**src/rtl/esc_pkg.sv**
```systemverilog
// esc_pkg: shared types, constants and microcode for the epoch-to-calendar core
// no dependencies; used by esc_div.sv and epoch_seconds_to_calendar_core.sv

package esc_pkg;

    localparam int unsigned PC_BITS   = 3;
    localparam int unsigned YEAR_BITS = 13;
    localparam int unsigned YCYC_BITS = 9;    // year within 400-year cycle
    localparam int unsigned STEP_BITS = 64;   // step constants, covers the widest input

    localparam logic [YEAR_BITS-1:0] YEAR_BASE     = 13'd1970;
    localparam logic [YEAR_BITS-1:0] YEARS_PER_400 = 13'd400;
    localparam logic [YCYC_BITS-1:0] YCYC_BASE     = 9'd370;   // 1970 mod 400
    localparam logic [YCYC_BITS-1:0] YCYC_LAST     = 9'd399;
    localparam logic [3:0]           MONTH_LAST    = 4'd11;    // december, counted from 0
    localparam logic [2:0]           WDAY_BASE     = 3'd4;     // epoch day was a thursday

    // seconds removed by one step of each loop
    localparam logic [STEP_BITS-1:0] SECS_PER_MIN       = 64'd60;
    localparam logic [STEP_BITS-1:0] SECS_PER_HOUR      = 64'd3600;
    localparam logic [STEP_BITS-1:0] SECS_PER_DAY       = 64'd86400;
    localparam logic [STEP_BITS-1:0] SECS_PER_28_DAYS   = 64'd2419200;
    localparam logic [STEP_BITS-1:0] SECS_PER_29_DAYS   = 64'd2505600;
    localparam logic [STEP_BITS-1:0] SECS_PER_30_DAYS   = 64'd2592000;
    localparam logic [STEP_BITS-1:0] SECS_PER_31_DAYS   = 64'd2678400;
    localparam logic [STEP_BITS-1:0] SECS_PER_YEAR      = 64'd31536000;
    localparam logic [STEP_BITS-1:0] SECS_PER_LEAP_YEAR = 64'd31622400;
    localparam logic [STEP_BITS-1:0] SECS_PER_400Y      = 64'd12622780800;

    // sequencer state
    typedef enum logic
    {
        ST_IDLE,
        ST_RUN
    } state_t;

    // datapath operation of one microcode step
    typedef enum logic [2:0]
    {
        OP_SPAN,
        OP_YEAR,
        OP_MONTH,
        OP_DAY,
        OP_HOUR,
        OP_MIN,
        OP_DONE
    } op_t;

    // jump condition: taken -> go to target, else fall through
    typedef enum logic [1:0]
    {
        CN_NEVER,
        CN_FITS,
        CN_MONTH_FITS
    } cond_t;

    typedef struct packed
    {
        op_t                op;
        cond_t              cond;
        logic [PC_BITS-1:0] target;
    } uword_t;

    localparam logic [PC_BITS-1:0] PC_START = 3'd0;
    localparam logic [PC_BITS-1:0] PC_SPAN  = 3'd0;
    localparam logic [PC_BITS-1:0] PC_YEAR  = 3'd1;
    localparam logic [PC_BITS-1:0] PC_MONTH = 3'd2;
    localparam logic [PC_BITS-1:0] PC_DAY   = 3'd3;
    localparam logic [PC_BITS-1:0] PC_HOUR  = 3'd4;
    localparam logic [PC_BITS-1:0] PC_MIN   = 3'd5;
    localparam logic [PC_BITS-1:0] PC_DONE  = 3'd6;

    // microcode rom: each loop step repeats while its unit still fits; the month step also stops at december
    function automatic uword_t ucode(input logic [PC_BITS-1:0] pc);
        uword_t w;
        unique case (pc)
            PC_SPAN:  w = '{OP_SPAN,  CN_FITS,       PC_SPAN};
            PC_YEAR:  w = '{OP_YEAR,  CN_FITS,       PC_YEAR};
            PC_MONTH: w = '{OP_MONTH, CN_MONTH_FITS, PC_MONTH};
            PC_DAY:   w = '{OP_DAY,   CN_FITS,       PC_DAY};
            PC_HOUR:  w = '{OP_HOUR,  CN_FITS,       PC_HOUR};
            PC_MIN:   w = '{OP_MIN,   CN_FITS,       PC_MIN};
            PC_DONE:  w = '{OP_DONE,  CN_NEVER,      PC_START};
            default:  w = '{OP_DONE,  CN_NEVER,      PC_START};
        endcase
        return w;
    endfunction

    // leap test on year mod 400
    function automatic logic is_leap(input logic [YCYC_BITS-1:0] ycyc);
        return (ycyc[1:0] == 2'd0) && (ycyc != 9'd100) && (ycyc != 9'd200)
            && (ycyc != 9'd300);
    endfunction

    // days in month, month counted from 0
    function automatic logic [4:0] month_len(input logic [3:0] month, input logic leap);
        logic [4:0] n;
        case (month)
            4'd1:                      n = leap ? 5'd29 : 5'd28;
            4'd3, 4'd5, 4'd8, 4'd10:   n = 5'd30;
            default:                   n = 5'd31;
        endcase
        return n;
    endfunction

    function automatic logic [STEP_BITS-1:0] month_secs(input logic [4:0] mdays);
        logic [STEP_BITS-1:0] d;
        case (mdays)
            5'd28:   d = SECS_PER_28_DAYS;
            5'd29:   d = SECS_PER_29_DAYS;
            5'd30:   d = SECS_PER_30_DAYS;
            default: d = SECS_PER_31_DAYS;
        endcase
        return d;
    endfunction

    // seconds taken by one step of the current operation
    function automatic logic [STEP_BITS-1:0] step_secs(input op_t op, input logic leap,
                                                        input logic [4:0] mdays);
        logic [STEP_BITS-1:0] d;
        unique case (op)
            OP_SPAN:  d = SECS_PER_400Y;
            OP_YEAR:  d = leap ? SECS_PER_LEAP_YEAR : SECS_PER_YEAR;
            OP_MONTH: d = month_secs(mdays);
            OP_DAY:   d = SECS_PER_DAY;
            OP_HOUR:  d = SECS_PER_HOUR;
            default:  d = SECS_PER_MIN;
        endcase
        return d;
    endfunction

endpackage

```
**src/rtl/esc_div.sv**
```systemverilog
// esc_div: compare-and-subtract step of the repeated-subtraction breakdown
// depends on esc_pkg (STEP_BITS)

module esc_div #(
    parameter int unsigned SECONDS_BITS = 36
) (
    input  logic [SECONDS_BITS-1:0]         secs,
    input  logic [esc_pkg::STEP_BITS-1:0]   step,
    output logic                            fits,
    output logic [SECONDS_BITS-1:0]         diff
);

    logic [esc_pkg::STEP_BITS-1:0] wide;

    // difference is only used when the step fits
    always_comb
    begin
        wide = esc_pkg::STEP_BITS'(secs);
        fits = wide >= step;
        diff = SECONDS_BITS'(wide - step);
    end

endmodule

```
**src/rtl/epoch_seconds_to_calendar_core.sv**
```systemverilog
// epoch_seconds_to_calendar_core: seconds since 1970-01-01 to gregorian breakdown
// depends on esc_pkg and esc_div
//
//  channel   | handshake            | payload
//  ----------+----------------------+-----------------------------------------------
//  command   | start / busy         | epoch_seconds
//  result    | done (1-cycle pulse) | cal_year cal_month cal_day cal_hour
//            |                      | cal_minute cal_second week_day
//
// one transaction at a time, taken at an edge with start high and busy low.
// busy stays high through each subtract step, the exit step of each loop and the final step.
// done pulses in the cycle after the final step, with busy already low, so the next start
// is taken then. at 36 bits at most 5 spans of 400 years are removed; each extra
// input bit can double the span loop.
// rst_n clears the sequencer only; the datapath loads on acceptance.
// the receiver cannot stall: each result is valid while done is high and holds until the next start is taken.

module epoch_seconds_to_calendar_core #(
    parameter int unsigned SECONDS_BITS = 36
) (
    input  logic                    clk,
    input  logic                    rst_n,
    input  logic                    start,
    output logic                    busy,
    input  logic [SECONDS_BITS-1:0] epoch_seconds,
    output logic                    done,
    output logic [12:0]             cal_year,
    output logic [3:0]              cal_month,
    output logic [4:0]              cal_day,
    output logic [4:0]              cal_hour,
    output logic [5:0]              cal_minute,
    output logic [5:0]              cal_second,
    output logic [2:0]              week_day
);

    // sequencer
    esc_pkg::state_t                 state_reg, state_next;
    logic [esc_pkg::PC_BITS-1:0]     pc_reg,    pc_next;
    logic                            done_reg,  done_next;
    esc_pkg::uword_t                 uw;
    logic                            running;
    logic                            accept;
    logic                            jump;

    // subtract unit hookup
    logic [esc_pkg::STEP_BITS-1:0]   step_len;
    logic                            fits;
    logic [SECONDS_BITS-1:0]         sub_diff;

    // calendar datapath
    logic [SECONDS_BITS-1:0]         secs_reg;      // seconds left to place
    logic [esc_pkg::YEAR_BITS-1:0]   year_reg;
    logic [esc_pkg::YCYC_BITS-1:0]   ycyc_reg;
    logic [3:0]                      month_reg;
    logic [4:0]                      day_reg;
    logic [4:0]                      hour_reg;
    logic [5:0]                      min_reg;
    logic [2:0]                      wday_reg;

    logic                            leap;
    logic [4:0]                      mdays;
    logic [1:0]                      wday_inc;
    logic [3:0]                      wday_sum;
    logic [2:0]                      wday_step;

    assign uw      = esc_pkg::ucode(pc_reg);
    assign running = (state_reg == esc_pkg::ST_RUN);
    assign accept  = start && (state_reg == esc_pkg::ST_IDLE);

    assign leap     = esc_pkg::is_leap(ycyc_reg);
    assign mdays    = esc_pkg::month_len(month_reg, leap);
    assign step_len = esc_pkg::step_secs(uw.op, leap, mdays);

    // weekday moves by the step length mod 7; a 400-year span is whole weeks
    always_comb
    begin
        case (uw.op)
            esc_pkg::OP_YEAR:  wday_inc = leap ? 2'd2 : 2'd1;
            esc_pkg::OP_MONTH: wday_inc = 2'(mdays - 5'd28);
            esc_pkg::OP_DAY:   wday_inc = 2'd1;
            default:           wday_inc = 2'd0;
        endcase
    end

    assign wday_sum  = {1'b0, wday_reg} + {2'b00, wday_inc};
    assign wday_step = (wday_sum >= 4'd7) ? 3'(wday_sum - 4'd7) : wday_sum[2:0];

    // jump condition of the current step
    always_comb
    begin
        unique case (uw.cond)
            esc_pkg::CN_FITS:       jump = fits;
            esc_pkg::CN_MONTH_FITS: jump = fits && (month_reg != esc_pkg::MONTH_LAST);
            default:                jump = 1'b0;
        endcase
    end

    // next state and step counter
    always_comb
    begin
        state_next = state_reg;
        pc_next    = pc_reg;
        done_next  = 1'b0;
        unique case (state_reg)
            esc_pkg::ST_IDLE:
            begin
                if (start)
                begin
                    state_next = esc_pkg::ST_RUN;
                    pc_next    = esc_pkg::PC_START;
                end
            end
            esc_pkg::ST_RUN:
            begin
                pc_next = jump ? uw.target : pc_reg + 1'b1;
                if (uw.op == esc_pkg::OP_DONE)
                begin
                    state_next = esc_pkg::ST_IDLE;
                    pc_next    = esc_pkg::PC_START;
                    done_next  = 1'b1;
                end
            end
            default:
                state_next = esc_pkg::ST_IDLE;
        endcase
    end

    always_ff @(posedge clk or negedge rst_n)
    begin
        if (!rst_n)
        begin
            state_reg <= esc_pkg::ST_IDLE;
            pc_reg    <= esc_pkg::PC_START;
            done_reg  <= 1'b0;
        end
        else
        begin
            state_reg <= state_next;
            pc_reg    <= pc_next;
            done_reg  <= done_next;
        end
    end

    // datapath: load on acceptance, then one unit removed per taken step
    always_ff @(posedge clk)
    begin
        if (accept)
        begin
            secs_reg  <= epoch_seconds;
            year_reg  <= esc_pkg::YEAR_BASE;
            ycyc_reg  <= esc_pkg::YCYC_BASE;
            month_reg <= 4'd0;
            day_reg   <= 5'd0;
            hour_reg  <= 5'd0;
            min_reg   <= 6'd0;
            wday_reg  <= esc_pkg::WDAY_BASE;
        end
        else if (running && jump)
        begin
            secs_reg <= sub_diff;
            wday_reg <= wday_step;
            case (uw.op)
                esc_pkg::OP_SPAN:
                    year_reg <= year_reg + esc_pkg::YEARS_PER_400;
                esc_pkg::OP_YEAR:
                begin
                    year_reg <= year_reg + 1'b1;
                    ycyc_reg <= (ycyc_reg == esc_pkg::YCYC_LAST) ? '0
                                                                 : ycyc_reg + 1'b1;
                end
                esc_pkg::OP_MONTH:
                    month_reg <= month_reg + 1'b1;
                esc_pkg::OP_DAY:
                    day_reg <= day_reg + 1'b1;
                esc_pkg::OP_HOUR:
                    hour_reg <= hour_reg + 1'b1;
                esc_pkg::OP_MIN:
                    min_reg <= min_reg + 1'b1;
                default:
                begin
                end
            endcase
        end
    end

    esc_div #(
        .SECONDS_BITS (SECONDS_BITS)
    ) u_div (
        .secs (secs_reg),
        .step (step_len),
        .fits (fits),
        .diff (sub_diff)
    );

    assign busy       = running;
    assign done       = done_reg;
    assign cal_year   = year_reg;
    assign cal_month  = month_reg + 4'd1;
    assign cal_day    = day_reg + 5'd1;
    assign cal_hour   = hour_reg;
    assign cal_minute = min_reg;
    // after the minute loop fewer than 60 seconds are left
    assign cal_second = secs_reg[5:0];
    assign week_day   = wday_reg;

endmodule
```
**config.mk**
```make
export PLATFORM = sky130hd
export DESIGN_NAME = epoch_seconds_to_calendar_core
export DESIGN_NICKNAME = d
export VERILOG_FILES = /design/src/rtl/esc_pkg.sv /design/src/rtl/esc_div.sv /design/src/rtl/epoch_seconds_to_calendar_core.sv
export SDC_FILE = /design/constraint.sdc
export NUM_CORES = 1
export LEC_CHECK = 0
export BUFFER_PORTS_ARGS = -buffer_cell sky130_fd_sc_hd__buf_2
export CAP_MARGIN = 30
export CORE_ASPECT_RATIO = 0.8
export CORE_MARGIN = 2
export CORE_UTILIZATION = 61
export CTS_BUF_LIST = sky130_fd_sc_hd__clkbuf_8
export CTS_CLUSTER_SIZE = 14
export DETAILED_ROUTE_END_ITERATION = 10
export PLACE_DENSITY_LB_ADDON = 0.25
export SKIP_LAST_GASP = 1
export SLEW_MARGIN = 15
export SYNTH_ARGS = -nofsm -noshare
export SYNTH_HDL_FRONTEND = slang
export SYNTH_HIERARCHICAL = 1
export SYNTH_SLANG_ARGS = --single-unit
```
**constraint.sdc**
```tcl
create_clock -name clk -period 6.75 [get_ports clk]
set_clock_uncertainty 0.2 [all_clocks]
set_input_delay 0.3375 -clock clk [delete_from_list [all_inputs] [get_ports clk]]
set_output_delay 0.3375 -clock clk [all_outputs]
set_load 0.05 [all_outputs]
```
; After elaboration in Yosys (flattened, before gate mapping)
; Index checks and enable logic that the tools add are counted.
[totals]
out_inout_bits = 44
reg_bits = 86
[op_classes]
n_reduce_logical = 18
eq_ne = 27
magnitude_cmp = 2
n_bitwise = 1
muxes = 23
add_sub_neg = 12
[ops]
columns = cell, count
row1 = case mux 34 bit (5 select lines), 1
row2 = 2-to-1 mux 36 bit, 2
row3 = case mux 20 bit (3 select lines), 1
row4 = case mux 8 bit (6 select lines), 1
row5 = greater-or-equal comparator 36 x 34 -> 1 bit, 1
row6 = subtractor 36 x 34 -> 36 bit, 1
row7 = case mux 13 bit (2 select lines), 1
row8 = 2-to-1 mux 18 bit, 1
row9 = == test 3 bit (second input constant), 5
row10 = == test 5 bit (second input constant), 3
row11 = adder 13 x 1 -> 13 bit (second input constant), 1
row12 = adder 13 x 9 -> 13 bit (second input constant), 1
row13 = == test 3 x 2 -> 1 bit (second input constant), 4
row14 = 2-to-1 mux 3 bit, 4
row15 = AND reduction 2 bit, 6
row16 = adder 5 x 1 -> 5 bit (second input constant), 2
row17 = adder 9 x 1 -> 9 bit (second input constant), 1
row18 = == test 9 bit (second input constant), 1
row19 = 2-to-1 mux 9 bit, 1
row20 = inequality test 9 x 7 -> 1 bit (second input constant), 1
row21 = inequality test 9 x 8 -> 1 bit (second input constant), 1
row22 = inequality test 9 bit (second input constant), 1
row23 = == test 4 bit (second input constant), 2
row24 = adder 6 x 1 -> 6 bit (second input constant), 1
row25 = 26 further kinds, 39

; Depth between registers and ports, before layout
; Gate-level depths: netlist of run 1.
[logic_depth]
depth_word = 15
depth_mapped = 25

; Modules after synthesis
; Netlist of run 1, hierarchy kept.
[modules_own_cells]
columns = mod, instances, area_per_inst_um2, cells_per_inst
row1 = epoch_seconds_to_calendar_core, 1, 4772.1, 552
row2 = esc_div, 1, 2312.2, 348

; Least setup slack after synthesis of run 1
; Ideal clock, no wire load.
[synth_path]
path_kind = reg-to-reg
startpoint = reg pc_reg[1] in the netlist's numbering
endpoint = reg secs_reg[0], enable pin
setup_ns = 0.394
arrival_time_ns = 4.801
slack_ns = 1.355
n_path_buf = 4
stages_incl_launch_ff = 21
path_cell_list = dfrtp_1 -> buf_4 -> clkbuf_1 -> inv_1 -> ha_1 -> clkbuf_1 -> nor2_1 -> clkbuf_1 -> o21ai_0 -> o31ai_1 -> inv_1 -> ha_1 -> nand2_1 -> nor2_1 -> nand4_1 -> or4_1 -> a21oi_1 -> o21a_1 -> nand2_1 -> a21o_1 -> nand2_1
[synth_via]
elab_chain_len = 9
word_cells_on_any_way = 20
[synth_lines]
columns = item, line_no
row1 = start: declaration, epoch_seconds_to_calendar_core.sv:38  ; logic [esc_pkg::PC_BITS-1:0] pc_reg, pc_next;
row2 = start signal: assignment, epoch_seconds_to_calendar_core.sv:133  ; pc_reg <= esc_pkg::PC_START;
row3 = start signal: assignment, epoch_seconds_to_calendar_core.sv:139  ; pc_reg <= pc_next;
row4 = == test 3 bit (tied with other cells), esc_pkg.sv:76  ; unique case (pc)
row5 = case mux 8 bit (6 select lines) (*), esc_pkg.sv:76
row6 = == test 3 bit (tied with other cells), esc_pkg.sv:121  ; unique case (op)
row7 = case mux 34 bit (5 select lines) (*), esc_pkg.sv:121
row8 = net step_len (one bit), epoch_seconds_to_calendar_core.sv:46  ; logic [esc_pkg::STEP_BITS-1:0] step_len;
row9 = greater-or-equal comparator 36 x 34 -> 1 bit (*), esc_div.sv:19  ; fits = wide >= step;
row10 = net fits, epoch_seconds_to_calendar_core.sv:47  ; logic fits;
row11 = logical AND 1 bit, epoch_seconds_to_calendar_core.sv:93  ; esc_pkg::CN_MONTH_FITS: jump = fits && (month_reg != esc_pkg::MONTH_LAST);
row12 = case mux 1 bit (2 select lines) (*), epoch_seconds_to_calendar_core.sv:91  ; unique case (uw.cond)
row13 = logical AND 1 bit (*), epoch_seconds_to_calendar_core.sv:158  ; else if (running && jump)
row14 = nonzero test 2 bit (no line) (*), n/a
row15 = end signal: assignment, epoch_seconds_to_calendar_core.sv:149  ; secs_reg <= epoch_seconds;
row16 = end signal: assignment, epoch_seconds_to_calendar_core.sv:160  ; secs_reg <= sub_diff;
row17 = end: declaration, epoch_seconds_to_calendar_core.sv:51  ; logic [SECONDS_BITS-1:0] secs_reg;
; Mark *: on every way through the listed nets, which the timed path passes. The rest lies on a longest branch.
; A chain may end at the register's enable or synchronous reset.

; Worst setup path after layout of run 1
[layout_path]
startpoint = reg pc_reg[1] in the netlist's numbering
endpoint = reg ycyc_reg[7] in the netlist's numbering
[layout_via]
elab_chain_len = 9
word_cells_on_any_way = 20
[layout_lines]
columns = item, line_no
row1 = == test 3 bit (tied with other cells), esc_pkg.sv:76
row2 = case mux 8 bit (6 select lines) (*), esc_pkg.sv:76
row3 = == test 3 bit (tied with other cells), esc_pkg.sv:121
row4 = case mux 34 bit (5 select lines) (*), esc_pkg.sv:121
row5 = net step_len (one bit), epoch_seconds_to_calendar_core.sv:46
row6 = greater-or-equal comparator 36 x 34 -> 1 bit (*), esc_div.sv:19
row7 = net fits, epoch_seconds_to_calendar_core.sv:47
row8 = logical AND 1 bit, epoch_seconds_to_calendar_core.sv:93
row9 = case mux 1 bit (2 select lines) (*), epoch_seconds_to_calendar_core.sv:91
row10 = logical AND 1 bit (*), epoch_seconds_to_calendar_core.sv:158
row11 = AND reduction 2 bit (no line) (*), n/a
row12 = end signal: assignment, epoch_seconds_to_calendar_core.sv:151  ; ycyc_reg <= esc_pkg::YCYC_BASE;
row13 = end signal: assignment, epoch_seconds_to_calendar_core.sv:168  ; ycyc_reg <= (ycyc_reg == esc_pkg::YCYC_LAST) ? '0
row14 = end: declaration, epoch_seconds_to_calendar_core.sv:53  ; logic [esc_pkg::YCYC_BITS-1:0] ycyc_reg;
; Marked as above.

==> metrics.md, run 1 <==
| Metric | Value |
|---|---|
| Status | `finished clean` |
| Synth cell types | `between 80 and 90` |
| CP Max Fanout | `24` |
| Detail-routed via count per cell | `a little under 6` |
| Worst setup EP type | `register` |
| Fill cells | `981` |
| Period utilization | `0.851` |
| CP Cell Sequence | `buf_4 -> ha_1 -> nor2b_1 -> nor2_1 -> o21ai_0 -> o31ai_1 -> inv_1 -> ha_1 -> and3_1 -> nand2_1 -> or4_1 -> a21oi_1 -> o21a_1 -> nand4bb_4 -> a2111oi_4 -> buf_4 -> nand3_1 -> or4_1 -> o21ai_1` |
| R2R Path Start | `pc_reg[1]` |
| Final Non-Filler Cells | `between 1000 and 1500` |
| Core area | `11400 um^2` |
| Largest net degree at the start of global routing | `54` |
| # setup viols final | `0` |
| Hold slack | `roughly 10 ps` |
| Most frequent cells in the layout | `nand2_1 (170), buf_2 (82), nor2_1 (67), inv_1 (62), ha_1 (58)` |
| DR iter-0 viols | `about 590` |
| Worst reg2reg path depth | `19` |
| Peak supply drop | `0.254 mV` |
| Post-synthesis cell count | `900` |
| Clock tree buffer depth | `2` |
| Layout cells sized above 1 | `0.125` |
| Synth Area per Inst | `~7.9 um^2` |
| Worst Setup Start Kind | `register` |
| Post-synthesis sequential area ratio | `0.297` |
| Vias in the first global route | `about 5900` |
| Achievable Freq | `roughly 0.17 GHz` |
| TritonCTS Buffers | `9` |
| Rows | `35` |
| Post-synth ARST share | `0.0581` |
| ANT nets after route | `0` |
| Crit path capture | `ycyc_reg[7]` |
| Yosys warning count | `6` |
| Post-CTS setup buffer count | `0` |
| CP arrival | `5860 ps` |
| Dpl hpwl | `between 10000 and 15000 um` |
| Num ports | `83` |
| Routed Wire Length | `between 15000 and 20000 um` |
| Synth Area in Compound Gates | `0.200` |
| CTS tree | `built` |
| Crit Path Class | `reg2reg` |
| DRC violations left | `0` |
| Placer Congestion | `a little over 0.9` |
| Initial DRT Pass Iterations | `5` |
| CP Depth | `19` |
| Buf/Inv on CP | `3` |
| Post-Synth Simple-Gate Area | `0.253` |
| Most common cell after layout, fill and taps aside | `nand2_1` |
| Largest family of logic cells by synthesized area | `simple AND/OR/NAND/NOR gates` |
| Max cap viols | `0` |
| Worst EP required | `about 6900 ps` |
| Root Buffer | `clkbuf_8` |
| Hold Path Class | `in2reg` |
| Die Width | `124 um` |
| Max reg flops | `36` |
| Fin Setup TNS | `0 ps` |
| Worst reg2reg setup slack | `1010 ps` |
| Layout area overhead | `10.9%` |
| H-Tree Depth | `3` |
| Unrepaired setup endpoints after global routing | `false` |
| Avg WL per Cell | `15.1 um` |
| Dominant synthesized flop cell | `dfxtp_1` |
| Final Slew Violations | `0` |
| Die area | `12500 um^2` |
| Final hold vios | `0` |
| Grt total ovfl | `0` |
| First-pass GRT wire length | `roughly 28000 um` |
| Top cell family by delay on the critical path | `simple AND/OR/NAND/NOR gates` |
| Crit-path max cell delay | `approximately 700 ps` |
| Adder-cell share of the synthesized area | `0.108` |
| HP Start | `epoch_seconds[23]` |
| Leakage | `approximately 3.6 nW` |
| Xor-xnor portion of the synthesized cell area | `0.0668` |
| Slew @ Worst Pin | `between 800 and 900 ps` |
| Number of enable flip-flop cells after synthesis | `36` |
| Worst Setup SP | `pc_reg[1]` |
| R2R Path End | `ycyc_reg[7]` |
| Synthesized area | `7080 um^2` |
| Total Routing Usage GR | `0.273` |
| Tmin final | `between 5000 and 6000 ps` |
| Vias | `6674` |
| Initial antenna violation count | `0` |
| # placed instances | `~1100` |
| Clock transition at path regs | `roughly 90 ps` |
| Skew-Pair Late Insertion Delay | `roughly 380 ps` |
| Ant. Diodes | `0` |
| Clock sink count | `between 80 and 90` |
| #FFs+latches synth | `86` |
| Port Buf Inserts | `around 80` |
| Slew HR | `0.418` |
| Die Height | `roughly 100 um` |
| Starting Density | `0.620` |
| Mux cell area share after synthesis | `0.0113` |
| Slowest-stage cell, CP | `nor2_1` |
| Total Nets Final | `between 1000 and 1500` |
| Power density of the placed cells | `between 400 and 500 nW/um^2` |
| Post-CTS Resized | `0` |
==> cells in the mapped netlist, types with 14 or more instances <==
master | n | area share
a21o_1 | 21 | 0.022
a21oi_1 | 55 | 0.039
and3_1 | 14 | 0.012
clkbuf_1 | 29 | 0.015
dfxtp_1 | 45 | 0.13
edfxtp_1 | 36 | 0.15
ha_1 | 58 | 0.10
inv_1 | 62 | 0.033
nand2_1 | 170 | 0.090
nand3_1 | 31 | 0.022
nand4_1 | 16 | 0.014
nor2_1 | 67 | 0.035
o21ai_0 | 43 | 0.030
xnor2_1 | 28 | 0.035
xor2_1 | 26 | 0.032
==> cell families after synthesis <==
kind of cell	after synthesis
AND/OR/NAND/NOR	375
buffers and inverters	107
AO/OA/AOI/OAI	209
adder cells (fa/ha/maj)	60
flip-flops	86
multiplexers	8
XOR/XNOR	54
other	1
==> routing by layer <==
metal	GRT usage	vias to the layer above	wire length, um
met5	0	-	0
met2	0.412	256	7400
li1	-	3333	-
met4	0.0614	0	182
met3	0.0544	16	1290
met1	0.406	3069	8370
==> worst min path at each step <==
stage | endpoint | slack [ps] | cells past startpoint
global placement | done | -40 | 1
finish | secs_reg[23] | 10 | 3
CTS | secs_reg[23] | 6 | 3
detailed placement | done | -40 | 1
floorplan | busy | -160 | 0
global route | secs_reg[23] | 20 | 3
==> final cells by class <==
| cell class | instances | area (um^2) | area share |
|---|---|---|---|
| multi-input combinational | 744 | 4680 | 0.596 |
| sequential | 86 | 2110 | 0.268 |
| timing repair buffer | 90 | 473 | 0.0602 |
| clock buffer | 10 | 138 | 0.0175 |
| clock inverter | 6 | 41.3 | 0.00525 |
| tap | 148 | 185 | 0.0236 |
| inverter | 62 | 233 | 0.0296 |
==> power by group <==
group | internal (mW) | switching [mW] | total [mW]
logic | 1.01 | 1.61 | 2.62
registers | 0.748 | 0.0633 | 0.811
clock network | 0.145 | 0.201 | 0.346
total | 1.90 | 1.88 | 3.78
==> worst min-delay path, cell delays in order <==
cell     delay (ps)
buf_2            70
nand2_1          40
nand2_1          40
==> timing repair <==
action | 4_1_cts | 5_1_grt
endpoints found under the setup margin | 0 | 0
hold endpoints to repair | 5 | 0
hold buffers | 1 | 0
==> through the flow <==
stage | setup slack [ps] | utilization | instance area (um^2) | power, mW
final | 1010 | 0.687 | 7860 | 3.78
after global routing | 577 | 0.687 | 7860 | 4.09
after CTS | 1130 | 0.687 | 7860 | 3.73
after detailed placement | 1170 | 0.671 | 7670 | 3.37
after global placement | 1320 | 0.671 | 7670 | 3.31
after floorplan | 1360 | - | 7220 | 2.87
Note: power is estimated with default switching activity, not from simulation.
==> run 2: changes to the inputs <==
--- a/config.mk
+++ b/config.mk
@@ -9,10 +9,11 @@
 export CAP_MARGIN = 30
 export CORE_ASPECT_RATIO = 0.8
 export CORE_MARGIN = 2
-export CORE_UTILIZATION = 61
+export CORE_UTILIZATION = 55
 export CTS_BUF_LIST = sky130_fd_sc_hd__clkbuf_8
 export CTS_CLUSTER_SIZE = 14
 export DETAILED_ROUTE_END_ITERATION = 10
+export GPL_ROUTABILITY_DRIVEN = 1
 export PLACE_DENSITY_LB_ADDON = 0.25
 export SKIP_LAST_GASP = 1
 export SLEW_MARGIN = 15
==> constraint.sdc (replaced) <==
create_clock -name clk -period 4.79 [get_ports clk]
set_clock_uncertainty 0.2 [all_clocks]
set_input_delay 0.2395 -clock clk [delete_from_list [all_inputs] [get_ports clk]]
set_output_delay 0.2395 -clock clk [all_outputs]
set_load 0.05 [all_outputs]
==> run 2 against run 1 <==
Flip-flop and latch count unchanged. Sequential power grew 42%. Routed wire length is 4.7% higher.
==> metrics.md, run 2 (synthesized netlist as in run 1, its figures left out) <==
| Metric | Value |
|---|---|
| Layout cells sized above 1 | `0.191 (+0.0656)` |
| CP Max Fanout | `5 (-79%)` |
| Root Buffer | `clkbuf_8` |
| R2R Path End | `ycyc_reg[3]` |
| Avg WL per Cell | `14.5 um (-4.0%)` |
| Routed Wire Length | `18100 um (+4.7%)` |
| Peak supply drop | `0.324 mV (+28%)` |
| Grt total ovfl | `0 (unchanged)` |
| Slew HR | `0.524 (+0.106)` |
| Vias in the first global route | `6206 (+5.8%)` |
| Hold slack | `85.0 ps (+74.7 ps)` |
| Total Nets Final | `1168 (+7.0%)` |
| Crit Path Class | `reg2reg` |
| Initial antenna violation count | `0 (unchanged)` |
| Die Width | `131 um (+5.1%)` |
| Most frequent cells in the layout | `nand2_1 (167), buf_2 (82), inv_1 (61), nor2_1 (60), a21oi_1 (53)` |
| Most common cell after layout, fill and taps aside | `nand2_1` |
| DP Area | `8000 um^2 (+4.3%)` |
| Worst setup EP type | `register` |
| Overall Power | `5.82 mW (+54%)` |
| Ant. Diodes | `0 (unchanged)` |
| H-Tree Depth | `3 (unchanged)` |
| Max reg flops | `36 (unchanged)` |
| Rows | `37 (+5.7%)` |
| Largest net degree at the start of global routing | `40 (-26%)` |
| Worst reg2reg path depth | `21 (+2)` |
| Status | `finished clean` |
| Fin Setup TNS | `0 ps (unchanged)` |
| Worst Setup Start Kind | `register` |
| Fill cells | `1067 (+8.8%)` |
| Total Routing Usage GR | `0.268 (-0.00526)` |
| Period utilization | `0.965 (+0.115)` |
| Initial DRT Pass Iterations | `5 (unchanged)` |
| CP arrival | `4740 ps (-1120 ps)` |
| Clock sink count | `86 (unchanged)` |
| Dpl ws | `-47.2 ps (-1220 ps)` |
| DRC violations left | `0 (unchanged)` |
| # setup viols final | `0 (unchanged)` |
| Worst EP required | `4900 ps (-1970 ps)` |
| Final hold vios | `0 (unchanged)` |
| Starting Density | `0.556 (-0.0634)` |
| Achievable Freq | `0.216 GHz (+24%)` |
| Layout area overhead | `24.1%` |
| Die area | `13800 um^2 (+11%)` |
| Slew @ Worst Pin | `713 ps (-157 ps)` |
| Num ports | `83 (unchanged)` |
| Unrepaired setup endpoints after global routing | `true` |
| Worst reg2reg setup slack | `170 ps (-840 ps)` |
| Final setup margin | `166 ps (-843 ps)` |
| DR iter-0 viols | `503 (-15%)` |
| Max cap viols | `0 (unchanged)` |
| TritonCTS Buffers | `9 (unchanged)` |
| ANT nets after route | `0 (unchanged)` |
| Detail-routed via count per cell | `5.56 (-4.5%)` |
| Port Buf Inserts | `82 (unchanged)` |
| Worst hold path depth | `3 (unchanged)` |
| Vias | `6948 (+4.1%)` |
| HP Start | `start` |
| Skew-Pair Late Insertion Delay | `390 ps (about the same)` |
| Dpl hpwl | `13100 um (+1.8%)` |
| Hold worst-path end | `pc_reg[0]` |
| Design Area, Final | `8790 um^2 (+12%)` |
| Die Height | `106 um (+5.1%)` |
| Clock tree buffer depth | `2 (unchanged)` |
| CTS tree | `built` |
| Placer Congestion | `0.934 (+1.2%)` |
| Hold Path Class | `in2reg` |
| First-pass GRT wire length | `29800 um (+5.7%)` |
| Final Slew Violations | `0 (unchanged)` |
| Tmin final | `4620 ps (-1120 ps)` |
| R2R Path Start | `ycyc_reg[5]` |
| Core area | `12700 um^2 (+11%)` |
| Power density of the placed cells | `662 nW/um^2 (+38%)` |
| Clock transition at path regs | `100 ps (about the same)` |
| Leakage | `3.95 nW (+11%)` |
[run 2: cell count changes in the layout (fill, tap and decap cells not counted), moves of 3 or more]
cell / previous run / this run
ha_4: 0 / 4
dfxtp_1: 45 / 42
nand2_2: 1 / 4
ha_2: 0 / 3
nor2_2: 1 / 7
ha_1: 58 / 51
buf_4: 7 / 44
nor2_1: 67 / 60
nand2_1: 170 / 167
dlygate4sd3_1: 1 / 38
o21ai_0: 43 / 39
[run 2: critical path, stage by stage, from the launching register on]
cell,delay [ps]
dfxtp_1,380
nor4bb_1,410
o21ai_2,130
nand3_2,140
o21ai_2,80
and2_4,170
ha_1,190
o21ai_0,210
inv_1,70
ha_1,310
nand2_2,90
nor2_4,120
nand4_1,90
or4_4,490
a21oi_2,130
o21a_1,200
nand4bb_4,150
a2111oi_4,200
buf_4,190
nand2_1,70
or4_1,390
a21oi_1,140
[run 2: layout make-up]
cell class | count | area [um^2] | area share
multi-input combinational | 744 | 4870 | 0.554
sequential | 86 | 2110 | 0.240
timing repair buffer | 166 | 1150 | 0.131
inverter | 62 | 236 | 0.0269
tap | 175 | 219 | 0.0249
clock buffer | 9 | 124 | 0.0141
clock inverter | 7 | 78.8 | 0.00897
[run 2: worst max-delay path by stage]
stage | startpoint | cells past startpoint | slack (ps) | end
final | ycyc_reg[5] | 21 | 170 | ycyc_reg[3]
after global routing | month_reg[0] | 25 | -30 | ycyc_reg[0]
after global placement | ycyc_reg[6] | 18 | 60 | ycyc_reg[3]
after CTS | month_reg[1] | 22 | 30 | cal_minute[4]
after detailed placement | month_reg[1] | 21 | -50 | ycyc_reg[3]
after floorplan | pc_reg[1] | 21 | 1 | secs_reg[0]
[run 2: power breakdown]
part | leakage [nW] | switching (mW) | total, mW | internal, mW
clock | 0.105 | 0.304 | 0.552 | 0.248
combinational | 3.09 | 2.42 | 4.12 | 1.70
sequential | 0.759 | 0.0941 | 1.15 | 1.05
total | 3.95 | 2.82 | 5.82 | 3.00
[run 2: repair_timing]
item | 4_1_cts | 5_1_grt
buffers inserted | 1 | 5
pin swaps | 1 | 9
resized for setup | 1 | 42
hold buffers | 38 | 0
setup endpoints to repair | 6 | 95
endpoints found under the hold margin | 41 | 0
[run 2: per-layer routing]
metal	global-route usage	wire, um	up-vias
li1	-	-	3473
met5	0	0	-
met2	0.384	7600	225
met3	0.0558	1070	19
met4	0.0699	218	0
met1	0.406	9160	3231
[run 2: through the flow]
step / utilization / instances
after detailed placement: 0.629 / 1189
final: 0.691 / 1249
after global placement: 0.629 / 1189
after CTS: 0.675 / 1244
after global routing: 0.691 / 1249
after floorplan: - / 937
==> run 3: changes to the inputs <==
--- a/config.mk
+++ b/config.mk
@@ -19,5 +19,4 @@
 export SLEW_MARGIN = 15
 export SYNTH_ARGS = -nofsm -noshare
 export SYNTH_HDL_FRONTEND = slang
-export SYNTH_HIERARCHICAL = 1
 export SYNTH_SLANG_ARGS = --single-unit
==> run 3 against run 2 <==
Synthesized cell count fell by 18%. Cell area fell by 10%. Setup slack improved by 33 ps. Core utilization rose by 0.46 points. Hold slack got worse by 81 ps. Register-to-register slack improved by 30 ps. Synthesized area fell by 10%. Count of clock-buffer cells in the layout did not move. Fmax rose by 0.73%.
==> metrics.md, run 3 <==
| Metric | Value |
|---|---|
| Period utilization | `0.958 (-0.00695)` |
| Vias in the first global route | `5731 (-7.7%)` |
| Core area | `11400 um^2 (-11%)` |
| Slew HR | `0.458 (-0.0658)` |
| Total Nets Final | `965 (-17%)` |
| Routed Wire Length | `17800 um (-1.3%)` |
| Detail-routed via count per cell | `6.05 (+8.7%)` |
| H-Tree Depth | `3 (unchanged)` |
| Dominant synthesized flop cell | `dfxtp_1` |
| Post-synth ARST share | `0.0581 (unchanged)` |
| Most common cell after layout, fill and taps aside | `buf_2` |
| CP arrival | `4660 ps (-80 ps)` |
| Most common cell on crit path | `ha_2` |
| Total Routing Usage GR | `0.274 (+0.00598)` |
| Ant. Diodes | `0 (unchanged)` |
| Dpl hpwl | `12300 um (-5.4%)` |
| Achievable Freq | `0.218 GHz (+0.73%)` |
| CP Max Fanout | `7 (+2)` |
| Synth Area per Inst | `8.67 um^2 (+10%)` |
| Worst Setup Start Kind | `register` |
| Layout cells sized above 1 | `0.236 (+0.0452)` |
| Largest net degree at the start of global routing | `70 (+75%)` |
| Final setup margin | `199 ps (+33.3 ps)` |
| Status | `finished clean` |
| Top-area cell type share of the netlist area | `0.170 (+0.0170)` |
| Most common cell in the synthesized netlist | `nor2_1` |
| Yosys warning count | `0 (-6)` |
| Synth area leader | `edfxtp_1` |
| Slew @ Worst Pin | `813 ps (+100 ps)` |
| CP Cell Sequence | `ha_2 -> ha_2 -> o21ai_2 -> o22ai_2 -> nor2b_4 -> nor4_4 -> ha_2 -> inv_1 -> fa_2 -> a21o_1 -> a311o_2 -> a221oi_4 -> nor4bb_4 -> o2111ai_2 -> and2_4 -> buf_4 -> o31ai_1 -> a221o_1` |
| Starting Density | `0.560 (+0.00321)` |
| Initial DRT Pass Iterations | `6 (+1)` |
| Crit Path Class | `reg2reg` |
| Final Slew Violations | `0 (unchanged)` |
| Layout area overhead | `24.2% (about the same)` |
| Die Height | `100 um (-5.0%)` |
| Most frequent cells in the layout | `buf_2 (82), nand2_1 (66), nor2_1 (65), a21oi_1 (61), buf_4 (46)` |
| Grt total ovfl | `0 (unchanged)` |
| Tmin final | `4590 ps (-33.3 ps)` |
| Synthesized area | `6370 um^2 (-10%)` |
| Max cap viols | `0 (unchanged)` |
| Skew-Pair Late Insertion Delay | `380 ps (about the same)` |
| Clock tree buffer depth | `2 (unchanged)` |
| First-pass GRT wire length | `27900 um (-6.3%)` |
| Synth area leaders | `edfxtp_1 (17%), dfxtp_1 (14%), ha_1 (10%)` |
| #FFs+latches synth | `86 (unchanged)` |
| Hold Path Class | `in2reg` |
| Synth cell count leaders | `nor2_1 (69), nand2_1 (67), a21oi_1 (62)` |
| Placer Congestion | `0.936 (+0.27%)` |
| DRC violations left | `0 (unchanged)` |
| Post-synthesis sequential area ratio | `0.331 (+0.0332)` |
| Die Width | `124 um (-5.0%)` |
| ANT nets after route | `0 (unchanged)` |
| TritonCTS Buffers | `9 (unchanged)` |
| Die area | `12500 um^2 (-9.7%)` |
| Avg WL per Cell | `17.4 um (+20%)` |
| # setup viols final | `0 (unchanged)` |
| Vias | `6197 (-11%)` |
| Crit-path max cell delay | `430 ps (-60 ps)` |
| Worst EP required | `4860 ps (-40 ps)` |
| Clock sink count | `86 (unchanged)` |
| Num ports | `83 (unchanged)` |
| Number of enable flip-flop cells after synthesis | `36 (unchanged)` |
| CTS tree | `built` |
| Max reg flops | `36 (unchanged)` |
| Root Buffer | `clkbuf_8` |
| DR iter-0 viols | `541 (+7.6%)` |
| Syn Nets | `between 800 and 900` |
| Initial antenna violation count | `0 (unchanged)` |
| Post-synthesis cell count | `735 (-18%)` |
| Dpl ws | `0.194 ps (+47.4 ps)` |
| Port Buf Inserts | `82 (unchanged)` |
| Final hold vios | `0 (unchanged)` |
| Worst setup EP type | `register` |
| Synth cell types | `78 (-3.7%)` |
| Slowest-stage cell, CP | `dfrtp_1` |
| Clock transition at path regs | `90 ps (about the same)` |
| Rows | `35 (-5.4%)` |
[run 3: changes by cell type in the layout (fill, tap and decap cells not counted), sizes merged, moves of 7 or more]
cell | before | now
nand2 | 171 | 69
conb | 38 | 0
inv | 64 | 34
xor2 | 26 | 12
a21o | 21 | 9
a211oi | 9 | 17
dlygate4sd3 | 38 | 30
a21oi | 55 | 62
nand3 | 31 | 24
[run 3: worst paths after layout]
check,startpoint,end,slack (ps),cells after the start
max,pc_reg[1],week_day[2],200,18
min,epoch_seconds[28],secs_reg[28],4,3
max reg2reg,pc_reg[1],week_day[2],200,18
min reg2reg,cal_hour[4],cal_hour[4],300,2
max in group asynchronous,rst_n,done,3630,3
min in group asynchronous,rst_n,pc_reg[1],570,3
[run 3: critical path: cells and delay by family (launching register included)]
family	cells	cell delay (ps)
AOI/OAI and AO/OA	8	1810
buffers and inverters	2	230
and+or+nand+nor	4	830
DFF	1	430
adders and majority gates	4	990
[run 3: layer usage]
layer	track usage	share of wire	vias up
li1	-	-	2965
met2	0.449	0.46	243
met1	0.388	0.46	2962
met3	0.0330	0.062	27
met4	0.0683	0.018	0
met5	0	0	-
[run 3: through the flow]
step / hold WS, ps / setup TNS (ps) / cell area, um^2 / std cells / utilization
after floorplan: -256 / 0 / 6400 / 735 / -
after global placement: -144 / 0 / 7070 / 964 / 0.621
after detailed placement: -140 / 0 / 7070 / 964 / 0.621
after CTS: 2.67 / 0 / 7620 / 1013 / 0.669
after global routing: 21.1 / -1120 / 7920 / 1025 / 0.695
final: 4.43 / 0 / 7920 / 1025 / 0.695
[run 3: layout make-up]
type,count,area [um^2]
clock buffer,9,124
sequential,86,2110
clock inverter,7,93.8
timing repair buffer,163,1130
multi-input combinational,580,4150
fill,926,3470
inverter,32,120
tap,148,185
[run 3: what timing repair did]
| item | 4_1_cts | 5_1_grt |
|---|---|---|
| setup buffers | 2 | 10 |
| endpoints found under the setup margin | 35 | 91 |
| hold buffers | 30 | 0 |
| endpoints found under the hold margin | 33 | 0 |
| cloned | 1 | 1 |
| gates resized for setup | 3 | 45 |
| pin swaps | 5 | 14 |
[run 3: cells by family (layout without fill, tap and decap cells)]
| kind of cell | after synthesis | after routing | share of synthesized area |
|---|---|---|---|
| XOR/XNOR | 46 | 46 | 0.0632 |
| AO/OA/AOI/OAI | 213 | 213 | 0.227 |
| multiplexers | 12 | 12 | 0.0194 |
| adder cells (fa/ha/maj) | 54 | 54 | 0.108 |
| AND/OR/NAND/NOR | 253 | 255 | 0.199 |
| flip-flops | 86 | 86 | 0.331 |
| buffers and inverters | 71 | 211 | 0.0516 |
Power of run 3 is left out: the tool's default activity adds up to more than one toggle a clock period on the data nets, which glitch-free logic cannot reach.
